===== src/rtl/sparse_cholesky_triangular_solve_top_macros.svh =====
// assertion helpers for the triangular solve block
`ifndef SPARSE_CHOLESKY_TRIANGULAR_SOLVE_TOP_MACROS_SVH
`define SPARSE_CHOLESKY_TRIANGULAR_SOLVE_TOP_MACROS_SVH

`ifndef SYNTHESIS
// same-cycle implication
`define SCTS_ASSERT_IMP(lbl, ante, cons) \
  lbl: assert property (@(posedge clk) disable iff (rst) (ante) |-> (cons)) \
    else $error("scts assertion failed");
// next-cycle implication
`define SCTS_ASSERT_NEXT(lbl, ante, cons) \
  lbl: assert property (@(posedge clk) disable iff (rst) (ante) |=> (cons)) \
    else $error("scts assertion failed");
`else
`define SCTS_ASSERT_IMP(lbl, ante, cons)
`define SCTS_ASSERT_NEXT(lbl, ante, cons)
`endif

`endif


===== src/rtl/scts_pkg.sv =====
package scts_pkg;

  localparam int VAL_W            = 32;
  localparam int FRAC_W           = 16;
  localparam int FUNC_W           = 3;
  localparam int SLOT_W           = 14;
  localparam int LINK_W           = 15;
  localparam int ORDER_W          = 11;
  localparam int DEF_MAX_ORDER    = 1024;
  localparam int DEF_MAX_NONZEROS = 16384;

  localparam logic [FUNC_W-1:0] FN_COLST  = 3'd0;
  localparam logic [FUNC_W-1:0] FN_FACTOR = 3'd1;
  localparam logic [FUNC_W-1:0] FN_FPERM  = 3'd2;
  localparam logic [FUNC_W-1:0] FN_IPERM  = 3'd3;
  localparam logic [FUNC_W-1:0] FN_RHS    = 3'd4;
  localparam logic [FUNC_W-1:0] FN_SOLVE  = 3'd5;
  localparam logic [FUNC_W-1:0] FN_READ   = 3'd6;

  typedef logic signed [VAL_W-1:0] val_t;

  localparam val_t VMAX_V = {1'b0, {(VAL_W-1){1'b1}}};
  localparam val_t VMIN_V = {1'b1, {(VAL_W-1){1'b0}}};

  // result of a multi-cycle arithmetic unit
  typedef struct packed {
    logic done;
    logic ovf;
    val_t q;
  } arith_res_t;

  typedef struct packed {
    logic ovf;
    val_t v;
  } sat_t;

  // saturating a - b
  function automatic sat_t fx_sub(val_t a, val_t b);
    logic [VAL_W:0] d;
    sat_t r;
    d = {a[VAL_W-1], a} - {b[VAL_W-1], b};
    r.ovf = d[VAL_W] ^ d[VAL_W-1];
    if (r.ovf) begin
      r.v = d[VAL_W] ? VMIN_V : VMAX_V;
    end else begin
      r.v = d[VAL_W-1:0];
    end
    return r;
  endfunction

endpackage


===== src/rtl/scts_mul.sv =====
module scts_mul import scts_pkg::*; (
  input  logic       clk,
  input  logic       rst,
  input  logic       start,
  input  val_t       a,
  input  val_t       b,
  output arith_res_t res
);

  localparam int PW = 2 * VAL_W;
  localparam logic signed [PW-1:0] RND = PW'((64'd1 << FRAC_W) - 64'd1);

  logic signed [PW-1:0] prod;
  logic                 prod_vld;
  logic signed [PW-1:0] adj;
  logic signed [PW-1:0] sh;
  logic                 ovf;

  // truncate toward zero, then saturate
  always_comb begin
    adj = prod[PW-1] ? prod + RND : prod;
    sh  = adj >>> FRAC_W;
    ovf = !((&sh[PW-1:VAL_W-1]) || (~|sh[PW-1:VAL_W-1]));
  end

  always_ff @(posedge clk) begin
    if (rst) begin
      prod_vld <= 1'b0;
      res.done <= 1'b0;
    end else begin
      prod_vld <= start;
      res.done <= prod_vld;
    end
    prod    <= a * b;
    res.ovf <= ovf;
    res.q   <= ovf ? (sh[PW-1] ? VMIN_V : VMAX_V) : sh[VAL_W-1:0];
  end

endmodule


===== config.mk =====
export PLATFORM = sky130hd
export DESIGN_NAME = scts_mul
export DESIGN_NICKNAME = d
export VERILOG_FILES = /design/src/rtl/sparse_cholesky_triangular_solve_top_macros.svh /design/src/rtl/scts_pkg.sv /design/src/rtl/scts_mul.sv
export SDC_FILE = /design/constraint.sdc
export NUM_CORES = 2
export LEC_CHECK = 0
export ABC_CLOCK_PERIOD_IN_PS = 14100
export BUFFER_PORTS_ARGS = -buffer_cell sky130_fd_sc_hd__buf_2
export CAP_MARGIN = 0
export CELL_PAD_IN_SITES_DETAIL_PLACEMENT = 1
export CELL_PAD_IN_SITES_GLOBAL_PLACEMENT = 1
export CORE_MARGIN = 2
export CORE_UTILIZATION = 45
export CTS_CLUSTER_SIZE = 10
export DETAILED_ROUTE_END_ITERATION = 8
export GPL_TIMING_DRIVEN = 1
export PLACE_DENSITY_LB_ADDON = 0.1
export SYNTH_ARGS = -nofsm -noshare
export SYNTH_HDL_FRONTEND = slang
export SYNTH_SLANG_ARGS = --single-unit

===== constraint.sdc =====
create_clock -name clk -period 14.1 [get_ports clk]
set_clock_uncertainty 0.15 [all_clocks]
set_input_delay 3.525 -clock clk [delete_from_list [all_inputs] [get_ports clk]]
set_output_delay 3.525 -clock clk [all_outputs]
set_load 0.005 [all_outputs]

Yosys cells after proc, flatten, opt, wreduce, memory -nomap -nowiden
Index checks and enable logic that the tools add are counted.
{ "totals": {"ff_bits": 99, "latchBits": 0, "mem_bits_rw": 0, "rom_bits": 0, "input_bits": 67, "out_inout_bits": 34, "wordCells": 15, "memories": 0} }
{ "classes": {"add_sub_neg": 1, "mul": 1, "n_div": 0, "order_cmp": 0, "eq_ne": 0, "shifts": 0, "muxes": 3, "bitwise": 0, "n_reduce_logical": 5} }
{ "ops": {"columns": ["cell", "n"], "rows": [
  ["adder 64 x 17 -> 64 bit (second input constant)", 1],
  ["multiplier 32 x 32 -> 64 bit", 1],
  ["two-way mux 32 bit", 2],
  ["two-way mux 64 bit", 1],
  ["AND reduction 17 bit", 1],
  ["OR reduction 17 bit", 1],
  ["zero test 1 bit", 2],
  ["logical OR 1 bit", 1]
]} }

Logic depth before layout (Yosys ltp)
{ "depth": {"depth_word": 6, "ltp_mapped": 29, "depth_no_buf": 27} }

Least setup slack after synthesis
OpenSTA, ideal clock, no wires.
{ "synth_path": {"kind": "in2reg", "from": "in a[31]", "to": "reg prod[57]", "setup_time_ps": 120, "arrival_time_ps": 10717, "t_required_ps": 13830, "setup_slack_ps": 3114, "stages": 25, "path_buffers": 1, "path_cell_list": "clkbuf_1 -> nand2_1 -> inv_1 -> fa_1 -> inv_1 -> fa_1 -> inv_1 -> fa_1 -> fa_1 -> inv_1 -> fa_1 -> inv_1 -> fa_1 -> fa_1 -> fa_1 -> ha_1 -> a21o_1 -> a21o_1 -> a21oi_1 -> o21ai_0 -> a22oi_1 -> nand3b_1 -> a21oi_1 -> nor3_1 -> a211o_1"} }
{ "synth_via": {"elab_chain_cells": 1} }
{ "synth_lines": {"columns": ["element", "line_no", "rtl"], "rows": [
  ["start, declared", "scts_mul.sv:5", "input val_t a,"],
  ["multiplier 32 x 32 -> 64 bit", "scts_mul.sv:34", "prod <= a * b;"],
  ["end signal, assigned", "scts_mul.sv:34", null],
  ["end, declared", "scts_mul.sv:13", "logic signed [PW-1:0] prod;"]
]} }
Every way passes these cells.
A chain may end at the register's enable or synchronous reset.

Worst setup path in the final report
{ "layout_path": {"from": "in b[8]", "to": "reg prod[63]"} }
{ "layout_via": {"elab_chain_cells": 1} }
{ "layout_lines": {"columns": ["element", "line_no", "rtl"], "rows": [
  ["start, declared", "scts_mul.sv:6", "input val_t b,"],
  ["multiplier 32 x 32 -> 64 bit", "scts_mul.sv:34", null]
]} }
Every way passes these cells.

==> results.txt <==
The run finished with clean final reports. During synthesis, Yosys emitted a total of 0 warnings. The die is between 200 and 300 µm wide.

The row count is 108. The number of global-route vias before repair is between 30000 and 40000. Synthesis inferred 99 register bits. The count of antenna-violating nets left after detailed routing came out at 0. The cell area that synthesis handed to floorplanning was ~39000 µm². The worst setup path is launched from an input port. The maximum clock insertion buffer count came out at 2. The worst register-to-register path ends at res[4]. The y dimension of the die came out at between 200 and 300 µm. The number of vias in the routed layout is 27260.

0 antenna diodes ended up in the layout. The top-level port count came out at 101. The number of buffers inserted during clock tree synthesis is 9. The startpoint of the worst hold path is prod_vld. After routing, the total negative slack on setup checks comes to 0 ns. The critical path data arrival time is between 10 and 15 ns. The number of buffers inserted to repair setup after CTS came out at 0.

The initial standard-cell utilization of the core is a little under half. The smallest clock period supported by the final layout is computed as 11.84 ns. TritonCTS built the clock tree. After synthesis, flip-flops and latches occupy about 5.0% of the total area. OpenSTA, run right after detailed placement, puts the worst setup slack at 1.890 ns. The clock slew seen by the registers of the worst setup and hold paths came out at ~0.07 ns. The total count of max-transition violations in the final report is 0. Entering global routing, the biggest net connects 33 pins. The number of hold buffers added after cts is 0. The launch point of the critical path is b[8]. The core region is a little under 90000 µm².

The first global-routing pass estimated ~190000 µm of wire. Across the run, the number of max-cap violations was 0. The class of the most critical setup path is in2reg. Setup repair after global routing left no endpoint under its margin.

STA classifies the critical path endpoint as a flop. The area enclosed by the die boundary came out at ~90000 µm². After detailed routing, the average wire length per cell comes to between 20 and 25 µm. The number of levels in the clock H-tree came out at 3.

In the final design database the tool counted ~5500 nets. The synthesized instance count came out at approximately 4200. The weighted congestion at the end of routability-driven global placement is 0.8647. The fraction of the cycle the final worst path needs is 83.99%.

The transition at the pin with the smallest max-transition slack came out at around 1.0 ns. The area share of the largest cell type after synthesis is a little under three fifths. The worst max-slew margin expressed relative to the limit is 29.74%. In this run, distinct cell masters in the synthesized netlist total 61. The number of instances on the worst hold path came out at 1.

The final-report hold violation count came out at 0. The number of remaining DRC errors came out at 0. The most critical setup path has its endpoint at prod[63]. Clock latency on the worst-skew pair, taken at its later pin, is 0.36 ns. The net count after synthesis is 5538. Measured in cells, the most critical reg-to-reg path has a length of 10. The pre-antenna-repair detailed-routing pass consisted of 5 iterations. The initial antenna violation count is 5. The share of async-settable or async-resettable flops after synthesis came out at 0%. The total overflow left after global routing is 0. The data required time at the worst endpoint is 14.19 ns. The cell at the root of the clock tree is sky130_fd_sc_hd__clkbuf_16. The number of endpoints failing setup at the final stage is 0. In this run the mean area of a mapped cell was ~9.4 µm².

The HPWL after detailed placement is 97520 µm. Yosys mapped a number of flops with a built-in enable equal to 0. The overall track demand over capacity in global routing came out at around 27%. Using the TritonRoute via totals, the vias-per-cell ratio works out to approximately 5.2.

The DRC violation total after the first TritonRoute iteration is about 990. The area growth from synthesis to layout is 4.181%. sky130_fd_sc_hd__fa_1 takes more of the synthesized area than any other cell.

The worst register-to-register path has a setup slack of around 10 ns. The top fanout value on the critical path came out at 32. The launch point of the worst reg-to-reg path is prod[21]. The commonest cells after synthesis are sky130_fd_sc_hd__fa_1, sky130_fd_sc_hd__inv_1, sky130_fd_sc_hd__nand2_1.

The number of gates resized after CTS was 0. The total wire length after detailed routing is between 100000 and 150000 µm. The minimum setup slack in the final design is ~2.3 ns. Among all flip-flop cells after synthesis, the most frequent one is sky130_fd_sc_hd__dfxtp_1.

Yosys attributes the largest share of cell area to sky130_fd_sc_hd__fa_1, sky130_fd_sc_hd__inv_1, sky130_fd_sc_hd__and2_1, sky130_fd_sc_hd__ha_1, sky130_fd_sc_hd__nand2_1. In the final layout, the share of cells above drive strength 1 is 3.868%. Based on the critical path, the design can be clocked at up to roughly 0.084 GHz. The class of the tightest hold or removal check is reg2reg. For this design, the sink count on the clock tree is between 90 and 100. sky130_fd_sc_hd__fa_1 is the most common cell in the netlist.

The total of buffers placed on input and output ports is 100.
-- state kept, by name, indices dropped and copies added, names as in the netlist --
signal    cells
prod_vld      1
res          34
prod         64
-- cells in the final DEF (no fill, tap or decap), drive strengths merged, types with 65 or more instances in the layout --
cell type,Yosys,routed
a21oi,69,69
and2,489,489
buf,6,131
dfxtp,99,99
fa,1082,1082
ha,184,184
inv,1017,1021
nand2,571,571
nor2,68,68
xnor2,65,65
-- area by class of cell --
type,count,area [µm²]
Inverter,1017,3817
Timing Repair Buffer,131,733.2
Clock inverter,6,55.05
Clock buffer,10,239.0
Multi-Input combinational cell,2874,32690
Tap cell,1155,1445
Fill cell,9932,45660
Sequential cell,99,1982
-- metrics by stage --
step,std cells,instance area (µm²),util [%],hold slack [ns]
final,5292,40960,47.29,0.3207
after global placement,5276,40670,46.95,0.3148
after CTS,5292,40960,47.29,0.3247
after floorplan,4205,39320,-,0.2638
after global routing,5292,40960,47.29,0.3525
after detailed placement,5276,40670,46.95,0.3177
-- how the worst min path moves through the flow --
stage / slack (ns) / end
2_1_floorplan: 0.26 / res[33]
3_3_place_gp: 0.31 / res[33]
3_5_place_dp: 0.32 / res[33]
4_1_cts: 0.32 / res[33]
5_1_grt: 0.35 / res[33]
6_report: 0.32 / res[33]
-- routing by layer --
layer / routed length [µm] / part of all wire (%) / vias up / track usage (%)
met2: 60130 / 52 / 479 / 50.49
met4: 4292 / 3.7 / 0 / 8.726
met1: 47090 / 41 / 14670 / 33.61
li1: - / - / 11920 / -
met5: 0 / 0 / - / 0
met3: 3178 / 2.8 / 189 / 2.051
-- kinds of logic (layout without fill, tap and decap cells) --
group	after synthesis	in the layout	synth area share, %
and+or+nand+nor	1268	1268	16.07
adders and majority gates	1266	1266	60.95
buffers and inverters	1232	1164	11.82
muxes	4	4	0.1050
xor gates and xnor gates	102	102	2.272
DFF	99	99	5.041
AOI/OAI and AO/OA	234	234	3.745
-- worst max-delay path: stages --
cell and delay (ns):
sky130_fd_sc_hd__buf_2 0.59, sky130_fd_sc_hd__nand2_1 0.26, sky130_fd_sc_hd__fa_1 0.69, sky130_fd_sc_hd__fa_1 0.91, sky130_fd_sc_hd__fa_1 0.53, sky130_fd_sc_hd__fa_1 0.51, sky130_fd_sc_hd__inv_1 0.05, sky130_fd_sc_hd__fa_1 0.56
sky130_fd_sc_hd__fa_1 0.46, sky130_fd_sc_hd__fa_1 0.50, sky130_fd_sc_hd__inv_1 0.05, sky130_fd_sc_hd__fa_1 0.49, sky130_fd_sc_hd__inv_1 0.04, sky130_fd_sc_hd__ha_1 0.40, sky130_fd_sc_hd__and3_1 0.26, sky130_fd_sc_hd__and4_1 0.33
sky130_fd_sc_hd__nand3_1 0.12, sky130_fd_sc_hd__a211oi_1 0.52, sky130_fd_sc_hd__o21ai_0 0.25, sky130_fd_sc_hd__nand3b_1 0.17, sky130_fd_sc_hd__nand3_1 0.13, sky130_fd_sc_hd__and4_1 0.20, sky130_fd_sc_hd__or3_1 0.35
Power is left out: the tool's default activity adds up to more than one toggle a clock period on the data nets, which glitch-free logic cannot reach.
