===== src/rtl/sparse_cholesky_triangular_solve_top_macros.svh =====
// assertion helpers for the triangular solve block
`ifndef SPARSE_CHOLESKY_TRIANGULAR_SOLVE_TOP_MACROS_SVH
`define SPARSE_CHOLESKY_TRIANGULAR_SOLVE_TOP_MACROS_SVH

`ifndef SYNTHESIS
// same-cycle implication
`define SCTS_ASSERT_IMP(lbl, ante, cons) \
  lbl: assert property (@(posedge clk) disable iff (rst) (ante) |-> (cons)) \
    else $error("scts assertion failed");
// next-cycle implication
`define SCTS_ASSERT_NEXT(lbl, ante, cons) \
  lbl: assert property (@(posedge clk) disable iff (rst) (ante) |=> (cons)) \
    else $error("scts assertion failed");
`else
`define SCTS_ASSERT_IMP(lbl, ante, cons)
`define SCTS_ASSERT_NEXT(lbl, ante, cons)
`endif

`endif


===== src/rtl/scts_pkg.sv =====
package scts_pkg;

  localparam int VAL_W            = 32;
  localparam int FRAC_W           = 16;
  localparam int FUNC_W           = 3;
  localparam int SLOT_W           = 14;
  localparam int LINK_W           = 15;
  localparam int ORDER_W          = 11;
  localparam int DEF_MAX_ORDER    = 1024;
  localparam int DEF_MAX_NONZEROS = 16384;

  localparam logic [FUNC_W-1:0] FN_COLST  = 3'd0;
  localparam logic [FUNC_W-1:0] FN_FACTOR = 3'd1;
  localparam logic [FUNC_W-1:0] FN_FPERM  = 3'd2;
  localparam logic [FUNC_W-1:0] FN_IPERM  = 3'd3;
  localparam logic [FUNC_W-1:0] FN_RHS    = 3'd4;
  localparam logic [FUNC_W-1:0] FN_SOLVE  = 3'd5;
  localparam logic [FUNC_W-1:0] FN_READ   = 3'd6;

  typedef logic signed [VAL_W-1:0] val_t;

  localparam val_t VMAX_V = {1'b0, {(VAL_W-1){1'b1}}};
  localparam val_t VMIN_V = {1'b1, {(VAL_W-1){1'b0}}};

  // result of a multi-cycle arithmetic unit
  typedef struct packed {
    logic done;
    logic ovf;
    val_t q;
  } arith_res_t;

  typedef struct packed {
    logic ovf;
    val_t v;
  } sat_t;

  // saturating a - b
  function automatic sat_t fx_sub(val_t a, val_t b);
    logic [VAL_W:0] d;
    sat_t r;
    d = {a[VAL_W-1], a} - {b[VAL_W-1], b};
    r.ovf = d[VAL_W] ^ d[VAL_W-1];
    if (r.ovf) begin
      r.v = d[VAL_W] ? VMIN_V : VMAX_V;
    end else begin
      r.v = d[VAL_W-1:0];
    end
    return r;
  endfunction

endpackage


===== src/rtl/scts_div.sv =====
module scts_div import scts_pkg::*; (
  input  logic       clk,
  input  logic       rst,
  input  logic       start,
  input  val_t       a,
  input  val_t       b,
  output arith_res_t res
);

  localparam int DVD_W = VAL_W + FRAC_W;
  localparam int CW    = $clog2(DVD_W + 1);
  localparam logic [DVD_W-1:0] LIM_POS = DVD_W'(VMAX_V);
  localparam logic [DVD_W-1:0] LIM_NEG = LIM_POS + DVD_W'(1);

  logic             busy;
  logic             fin;
  logic [CW-1:0]    cnt;
  logic [DVD_W-1:0] dvd;
  logic [VAL_W-1:0] rem;
  logic [VAL_W-1:0] ud;
  logic             neg;
  logic [VAL_W:0]   rem_s;
  logic [VAL_W:0]   rem_d;
  logic             ge;
  logic [VAL_W-1:0] ua;
  logic [VAL_W-1:0] ub;
  logic             q_ovf;
  logic [VAL_W-1:0] q_lo;

  always_comb begin
    ua    = a[VAL_W-1] ? VAL_W'(-a) : VAL_W'(a);
    ub    = b[VAL_W-1] ? VAL_W'(-b) : VAL_W'(b);
    rem_s = {rem, dvd[DVD_W-1]};
    rem_d = rem_s - {1'b0, ud};
    ge    = rem_s >= {1'b0, ud};
    q_ovf = dvd > (neg ? LIM_NEG : LIM_POS);
    q_lo  = dvd[VAL_W-1:0];
  end

  always_ff @(posedge clk) begin
    if (rst) begin
      busy     <= 1'b0;
      fin      <= 1'b0;
      res.done <= 1'b0;
    end else begin
      res.done <= 1'b0;
      fin      <= 1'b0;
      if (start && b == '0) begin
        res.done <= 1'b1;
      end else if (start) begin
        busy <= 1'b1;
      end else if (busy && cnt == CW'(1)) begin
        busy <= 1'b0;
        fin  <= 1'b1;
      end else if (fin) begin
        res.done <= 1'b1;
      end
    end
    if (start) begin
      cnt <= CW'(DVD_W);
      dvd <= {ua, {FRAC_W{1'b0}}};
      rem <= '0;
      ud  <= ub;
      neg <= a[VAL_W-1] ^ b[VAL_W-1];
      // divide by zero saturates by the numerator sign
      res.ovf <= 1'b1;
      res.q   <= a[VAL_W-1] ? VMIN_V : ((a == '0) ? '0 : VMAX_V);
    end else if (busy) begin
      cnt <= cnt - CW'(1);
      rem <= ge ? rem_d[VAL_W-1:0] : rem_s[VAL_W-1:0];
      dvd <= {dvd[DVD_W-2:0], ge};
    end else if (fin) begin
      res.ovf <= q_ovf;
      if (q_ovf) begin
        res.q <= neg ? VMIN_V : VMAX_V;
      end else begin
        res.q <= neg ? -q_lo : q_lo;
      end
    end
  end

endmodule


===== config.mk =====
export PLATFORM = sky130hd
export DESIGN_NAME = scts_div
export DESIGN_NICKNAME = d
export VERILOG_FILES = /design/src/rtl/sparse_cholesky_triangular_solve_top_macros.svh /design/src/rtl/scts_pkg.sv /design/src/rtl/scts_div.sv
export SDC_FILE = /design/constraint.sdc
export NUM_CORES = 1
export LEC_CHECK = 0
export ABC_AREA = 1
export BUFFER_PORTS_ARGS = -buffer_cell sky130_fd_sc_hd__buf_4
export CAP_MARGIN = 15
export CORE_MARGIN = 1.5
export CORE_UTILIZATION = 65
export CTS_CLUSTER_DIAMETER = 60
export DETAILED_ROUTE_END_ITERATION = 10
export PLACE_DENSITY = 0.86
export SKIP_CTS_REPAIR_TIMING = 1
export SYNTH_ARGS = -nofsm -noshare
export SYNTH_HDL_FRONTEND = slang
export SYNTH_SLANG_ARGS = --single-unit

===== constraint.sdc =====
create_clock -name clk -period 6.6 [get_ports clk]
set_input_delay 0.99 -clock clk [delete_from_list [all_inputs] [get_ports clk]]
set_output_delay 0.99 -clock clk [all_outputs]
set_load 0.01 [all_outputs]

---- Word-level counts from Yosys, hierarchy flattened ----
Index checks and enable logic that the tools add are counted.
Widths: inputs -> output; s select.
word-level totals
  input port bits ......................... 67
  flip-flop bits (word level) ............. 155
  word-level logic and storage cells ...... 56
operators by class
  mux-type cells .......................... 21
  order comparisons ....................... 2
  eq/ne operators ......................... 2
  add/subtract/negate cells ............... 5
  bitwise operators ....................... 3
  reductions and logical operators ........ 11
operator list
  cell                 count
  $mux 32              10
  $mux 48              2
  $neg 32->32          3
  $logic_not 32->1     2
  $mux 31              2
  $gt 48x32->1         1
  $ge 33x32->1         1
  $sub 32x32->32       1
  $mux 1               7
  $eq 6x1->1 const B   1
  $reduce_and 2->1     3
  $reduce_bool 2->1    3
  $sub 6x1->6 const B  1
  $reduce_or 3->1      1
  $logic_and 1x1->1    2
  $ne 2x2->1 const B   1
  $not 1->1            2
  $xor 1x1->1          1

---- Depth between registers and ports, before layout ----
Gate-level depths: netlist of run 1.
  word-level depth ........................ 6
  mapped depth ............................ 20
  depth with buffers taken out ............ 18

---- Least setup slack after synthesis of run 1 ----
No wires, ideal clock.
  path kind ............................... reg2reg
  from .................................... reg neg
  to ...................................... reg res[22] in the netlist's numbering, data pin
  stages on the path, launching flop included .. 14
  required time ........................... 6347 ps
  setup slack ............................. 3457 ps
  buffers on the path ..................... 2
  setup time .............................. 253 ps
  period minus slack after synthesis ...... 3143 ps
  data arrival time ....................... 2890 ps
  cells stage by stage .................... edfxtp_1 -> clkinv_1 -> clkbuf_1 -> ha_1 -> nand2_1 -> nor2_1 -> nand4_1 -> nor3_1 -> nand3_1 -> nand3_1 -> buf_2 -> nand2_1 -> nand2_1 -> nand2_1
on the way
  longest elaborated chain between the ends .. 6
  elaborated cells on any way between the ends .. 8
  classes of those cells .................. order compare: 1; mux: 7
RTL lines
  what                    line                            text
  start, declared         scts_div.sv:21                  logic neg;
  start signal, assigned  scts_div.sv:64                  neg <= a[VAL_W-1] ^ b[VAL_W-1];
  $mux 32                 scts_div.sv:36, scts_div.sv:75
  $gt 48x32->1            scts_div.sv:36                  q_ovf = dvd > (neg ? LIM_NEG : LIM_POS);
  $mux 32 (*)             scts_div.sv:74                  if (q_ovf) begin
  $mux 32 (*)             scts_div.sv:72                  end else if (fin) begin
  $mux 32 (*)             scts_div.sv:68                  end else if (busy) begin
  $mux 32 (*)             scts_div.sv:59                  if (start) begin
  end, declared           scts_div.sv:7                   output arith_res_t res
Every way passes the cells marked *; elsewhere a longest branch is shown, timed or not. The select of a mux whose other input is x is not followed.
A chain may end at the register's enable or synchronous reset.

---- Worst setup path in the final report of run 1 ----
  from .................................... reg neg
  to ...................................... reg res[2] in the netlist's numbering, data pin
Same word-level chain as after synthesis.

==> results by group, run 1 <==
Status
  • Status: complete, but fails checks
  • Violated checks: DRC

Logic synthesis
  • Register area share after synthesis: 33.8%
  • Yosys top cell by area: edfxtp_1
  • Avg Inst Size Synth: 6.74 µm²
  • Ys Warns: 0
  • Synth Flop Type: edfxtp_1
  • Synthesized Nets: 1,924
  • EDFF count, synth: 97
  • Most numerous cell in the Yosys netlist: nand2_1
  • Mapped Cells: 1,787
  • Top cell type's share of synthesized area: 24.2%
  • Area contributors post-synth: edfxtp_1, nand2_1, dfxtp_1, inv_1, ha_1
  • Synthesized cell area: 12,000 µm²
  • Top post-synthesis cells by count: nand2_1, inv_1, nor2_1
  • Post-synth cell types: 46
  • #FFs+latches synth: 155
  • Ys async rst share: 0%

Setup path
  • R2r setup slk: 2410 ps
  • CP required: 6880 ps
  • RR Startpoint: neg
  • Crit-path slowest cell: nand2_1
  • Crit end category: flip-flop
  • WP buf/inv: 2
  • Worst-path maximum fanout: 61
  • Worst-path cell chain: buf_4, clkinv_1, ha_1, nand2_1, nor2_1, nand4_1, nor3_1, nand3_1, nand2_1, nand2_1, nand2_1, nand2_1, nand2_1
  • Instance count on the critical path: 13
  • R2R Path End: res[2]
  • Setup CP Type: reg2reg
  • Most Frequent Cell on Critical Path: nand2_1
  • Worst EP arrival: 4470 ps
  • Worst setup SP type: flip-flop
  • Top Family by Delay on Critical Path: simple AND/OR/NAND/NOR gates
  • Worst Setup SP: neg
  • Setup crit end: res[2]
  • Worst r2r path cells: 13
  • Slowest Stage Delay on Critical Path: 840 ps

Power and ir drop
  • Sw Ratio: 31.3%
  • Pwr/cell area: 194 nW/µm²
  • Peak VDD IR: 0.202 mV
  • Power Internal: 0.00179 W
  • Seq pwr share: 44.0%
  • LEAKAGE: 6.72 nW
  • Combinational share of power: 19.8%
  • Switching power of the nets: 0.000813 W
  • Clk network pwr share: 36.2%
  • Design Power: 0.00260 W

Clock network
  • Clock Latency Late Sink: 440 ps
  • CTS Root Cell: clkbuf_16
  • Clock Sinks: 155
  • Cts bufs inserted: 17
  • Clock-pin slew on the worst setup and hold paths: 70 ps
  • CTS H-Tree Depth: 4
  • CTS tree: yes
  • Bufs on Longest Clock Path: 2

Drt
  • Drt drc: 4
  • Routed wire length: 33.2 mm
  • Vias: 12,100
  • Vias per std cell: 5.75
  • Initial DRC count: 1,274
  • Antenna-violating nets left: 0
  • Detailed Routing Iterations Pass 1: 9
  • Drt wl/cell: 15.8 µm

Floorplan
  • Site Rows: 49
  • Initial core utilization: 66.6%
  • Die area: 19,300 µm²
  • Die Y: 139 µm
  • Num ports: 101
  • Core area: 18,100 µm²
  • Die W: 139 µm

STA
  • Period utilisation layout: 63.4%
  • Relative slew slack: 24.0%
  • Hold Fails Final Rpt: 0
  • RSZ-0062 raised after global routing: no
  • Setup_tns: 0 ps
  • Fin crit period: 4190 ps
  • Slew Viols, Final: 0
  • Final setup fails: 0
  • Final Skew: 12.0 ps
  • Hold Worst Slack: 471 ps
  • Fmax: 0.239 GHz
  • Worst slew pin tran: 1140 ps

Cells and area
  • Final #Nets: 2,001
  • Share of cells above drive strength 1: 9.38%
  • Design area: 13,400 µm²
  • Area Overhead vs Synth: 11.5%
  • Antenna cells: 0

Placement
  • Post-DP Area: 12,900 µm²
  • Port Buf Inserts: 100
  • HPWL Detailed: 25.1 mm
  • RePlAce Congestion: 0.996

Global route
  • Gr usage total: 34.5%
  • GRT overflow: 0
  • First-pass GRT wire length: 53.6 mm
  • Pin count of the biggest net entering global routing: 62
  • Number of global-route vias before repair: 11,000
  • Initial antenna violation count: 2

Flow run
  • Max-cap viol count: 0

Min path
  • Hold Path Class: reg2reg
power groups by stage:
stage | registers [W] | logic, W | clock network (W)
after floorplan | 0.00116 | 0.000319 | 0
after global placement | 0.00116 | 0.000486 | 0
after detailed placement | 0.00116 | 0.000500 | 0
after CTS | 0.00114 | 0.000504 | 0.000941
after global routing | 0.00115 | 0.000571 | 0.000977
final | 0.00114 | 0.000515 | 0.000941
metal layers:
metal  GRT usage [%]  vias to the layer above  wire [µm]
li1                -                     5919          -
met1            48.6                     5546      14700
met2            53.1                      575      14300
met3            7.60                       66       3420
met4            11.0                        4        731
met5               0                        -         27
registers in the layout (all words and copies together), names as in the netlist:
signal	cells
ud	32
cnt	6
dvd	48
res	34
fin	1
neg	1
busy	1
rem	32
final cells by class:
type | instances | area [µm²]
fillers | 1529 | 4660
inverters | 242 | 908
clock buffers | 19 | 443
repair buffers | 105 | 788
multi-input cells | 1343 | 6820
flip-flops and latches | 155 | 4070
well taps | 229 | 287
clock inverters | 13 | 108
worst reg2reg max path, stage by stage (launching register included):
cell and delay (ps):
edfxtp_1 320, buf_4 500, clkinv_1 700, ha_1 530, nand2_1 70, nor2_1 190
nand4_1 140, nor3_1 170, nand3_1 110, nand2_1 840, nand2_1 180, nand2_1 110
nand2_1 60, nand2_1 100
cell usage in the layout, fill, tap and decap left out, drive strengths merged:
cell and count:
nand2 611, inv 247, nor2 189, nand3 122, buf 105, o21ai 99, edfxtp 97, a21oi 72
ha 69, dfxtp 58, xor2 41, xnor2 26, nand4 24, nor3 23, o22ai 22, clkbuf 19
nand3b 14, a21o 5, clkinv 5, or2 4, o31ai 4, o21bai 4, o32ai 3, nor4 3
clkinvlp 3, and2 2, o211ai 2, o21a 1, nor3b 1, a32o 1, fa 1
how the worst min path moves through the flow:
stage,from,endpoint,slack (ps),depth (start not counted)
after global placement,rem[30],rem[30],460,2
after CTS,rem[17],rem[17],470,2
final,rem[19],rem[19],470,2
after floorplan,rem[12],rem[12],440,2
after detailed placement,rem[19],rem[19],460,2
after global routing,rem[30],rem[30],490,2
cell families after synthesis:
family | after synthesis | synth area share, %
simple gates | 993 | 34.7
buf+inv | 289 | 9.62
compound gates | 213 | 9.67
flops | 155 | 33.8
fa+ha+maj | 70 | 7.34
xor+xnor | 67 | 4.87
metrics by stage:
step	instances	utilization, %	setup slack (ps)
2_1_floorplan	1787	-	3460
3_3_place_gp	2074	71.2	2780
3_5_place_dp	2074	71.2	2570
4_1_cts	2106	74.2	2550
5_1_grt	2106	74.2	2090
6_report	2106	74.2	2410
No activity file was read; power rests on OpenSTA's default activity.
==> run 2, diff against run 1 <==
- CORE_UTILIZATION: 65 -> 56
- PLACE_DENSITY: 0.86 -> 0.78
- clock period: 6.6 -> 3.6 ns (I/O delays scaled with it)
==> run 2 against run 1 <==
Effect of this change:
- non-clock buffer count is 8 higher
- highest routed layer is now met4
- via count is 3.2% lower
- global-route usage down 4.4 points
- the run now ends clean
- register-to-register slack lost 1600 ps
- maximum frequency rose by 48%
- setup slack got worse by 1600 ps
- clock power grew 110%
==> results by group, run 2 (synthesis results as in run 1) <==
Setup path
  • Worst-path maximum fanout: 61 (unchanged)
  • Most Frequent Cell on Critical Path: nand2_1
  • Crit-path slowest cell: edfxtp_1
  • Setup CP Type: reg2reg
  • Worst-path cell chain: buf_12, clkinv_1, ha_1, nand2_1, nor2_1, nand4_1, nor3_1, nand3_1, nand3_1, buf_4, nand2_1, nand2_1, nand2_1
  • Crit end category: flip-flop
  • Top Family by Delay on Critical Path: simple AND/OR/NAND/NOR gates
  • CP required: 3750 ps (-3130 ps)
  • Worst EP arrival: 2970 ps (-1500 ps)
  • WP buf/inv: 3 (+1)
  • Slowest Stage Delay on Critical Path: 370 ps (-470 ps)
  • Worst setup SP type: flip-flop

Power and ir drop
  • LEAKAGE: 6.82 nW (+1.4%)
  • Peak VDD IR: 0.278 mV (+38%)
  • Pwr/cell area: 370 nW/µm² (+91%)

Drt
  • Drt drc: 0 (-4)
  • Vias: 11,700 (-3.2%)
  • Initial DRC count: 940 (-26%)
  • Vias per std cell: 5.43 (-5.6%)
  • Drt wl/cell: 15.2 µm (-3.3%)
  • Antenna-violating nets left: 0 (unchanged)
  • Detailed Routing Iterations Pass 1: 5 (-4)
  • Routed wire length: 32.9 mm (-0.83%)

Cells and area
  • Most common cell after layout, fill and taps aside: nand2_1
  • Largest register FFs: 48 (unchanged)
  • Final #Nets: 2,009 (+0.40%)
  • Design area: 13,700 µm² (+1.8%)
  • Antenna cells: 0 (unchanged)
  • Biggest regs: dvd: 48 flops, res: 34 flops
  • Biggest register: dvd
  • Most frequent cells in the layout: nand2_1, inv_1, nor2_1
  • Share of cells above drive strength 1: 9.81% (+0.44 points)
  • Area Overhead vs Synth: 13.5%
  • Final Util: 64.8% (-9.5 points)
  • Fill cells: 1,913 (+25%)

STA
  • Period utilisation layout: 78.4% (+15 points)
  • Final Skew: 15.9 ps (+3.91 ps)
  • Fmax: 0.354 GHz (+48%)
  • Fin crit period: 2820 ps (-1360 ps)
  • RSZ-0062 raised after global routing: no
  • Final setup fails: 0 (unchanged)
  • Final worst slack: 777 ps (-1640 ps)
  • Worst slew pin tran: 670 ps (-467 ps)
  • Setup_tns: 0 ps (unchanged)
  • Hold Fails Final Rpt: 0 (unchanged)
  • Relative slew slack: 55.3% (+31 points)
  • Slew Viols, Final: 0 (unchanged)

Global route
  • First-pass GRT wire length: 53.8 mm (+0.37%)
  • Pin count of the biggest net entering global routing: 62 (unchanged)
  • GRT overflow: 0 (unchanged)
  • Gr usage total: 30.2% (-4.4 points)
  • Initial antenna violation count: 0 (-2)
  • Number of global-route vias before repair: 10,900 (-0.68%)

Clock network
  • CTS tree: yes
  • Bufs on Longest Clock Path: 2 (unchanged)
  • Cts bufs inserted: 17 (unchanged)
  • CTS Root Cell: clkbuf_16
  • Clock-pin slew on the worst setup and hold paths: 70 ps (about the same)
  • Clock Latency Late Sink: 430 ps (about the same)
  • CTS H-Tree Depth: 4 (unchanged)
  • Clock Sinks: 155 (unchanged)

Placement
  • Post-DP Area: 13,000 µm² (+1.0%)
  • RePlAce Congestion: 0.989 (-0.75%)
  • Port Buf Inserts: 100 (unchanged)
  • HPWL Detailed: 25.1 mm (+0.10%)
  • Worst slack at placement: 766 ps (-1800 ps)

Floorplan
  • Die area: 22,400 µm² (+16%)
  • Core area: 21,100 µm² (+17%)
  • Die Y: 150 µm (+7.6%)
  • Site Rows: 53 (+8.2%)
  • Num ports: 101 (unchanged)
  • Initial core utilization: 57.1% (-9.5 points)
  • Die W: 150 µm (+7.6%)

Min path
  • Hold Path Class: in2reg

Flow run
  • Max-cap viol count: 0 (unchanged)

Status
  • Status: finished, final reports clean
## run 2: final cells by class
class                   instances  area [µm²]  share of cell area, %
multi-input cells            1343        6820                   49.9
flip-flops and latches        155        4070                   29.8
inverters                     242         908                   6.65
repair buffers                113         861                   6.30
clock buffers                  19         453                   3.32
well taps                     275         344                   2.52
clock inverters                13         203                   1.48
## run 2: path summary, 6_finish.rpt
path | cells past startpoint | to | slack (ps) | startpoint
worst max-delay path | 13 | res[1] | 780 | neg
worst min-delay path | 1 | ud[0] | 300 | b[0]
worst max register to register | 13 | res[1] | 780 | neg
worst min register to register | 2 | rem[19] | 470 | rem[19]
## run 2: power by group
group	total (W)	switching (W)	internal [W]	leakage (nW)
Sequential	0.00209	0.0000651	0.00203	1.44
Combinational	0.000937	0.000601	0.000336	5.05
Clock	0.00202	0.000798	0.00122	0.319
## run 2: per-stage QoR
step | std cells | hold WS [ps] | total power [W]
after floorplan | 1787 | 444 | 0.00272
after global placement | 2128 | 457 | 0.00302
after detailed placement | 2128 | 458 | 0.00305
after CTS | 2160 | 297 | 0.00505
after global routing | 2160 | 291 | 0.00526
final | 2160 | 303 | 0.00505
## run 2: layer usage
layer | part of all wire (%) | global-route usage, % | wire length [µm] | vias up
met3 | 7.3 | 5.58 | 2390 | 54
met1 | 44 | 40.3 | 14500 | 5331
met4 | 1.8 | 7.67 | 586 | 0
met2 | 47 | 50.2 | 15500 | 425
li1 | - | - | - | 5918
met5 | 0 | 0 | 0 | -
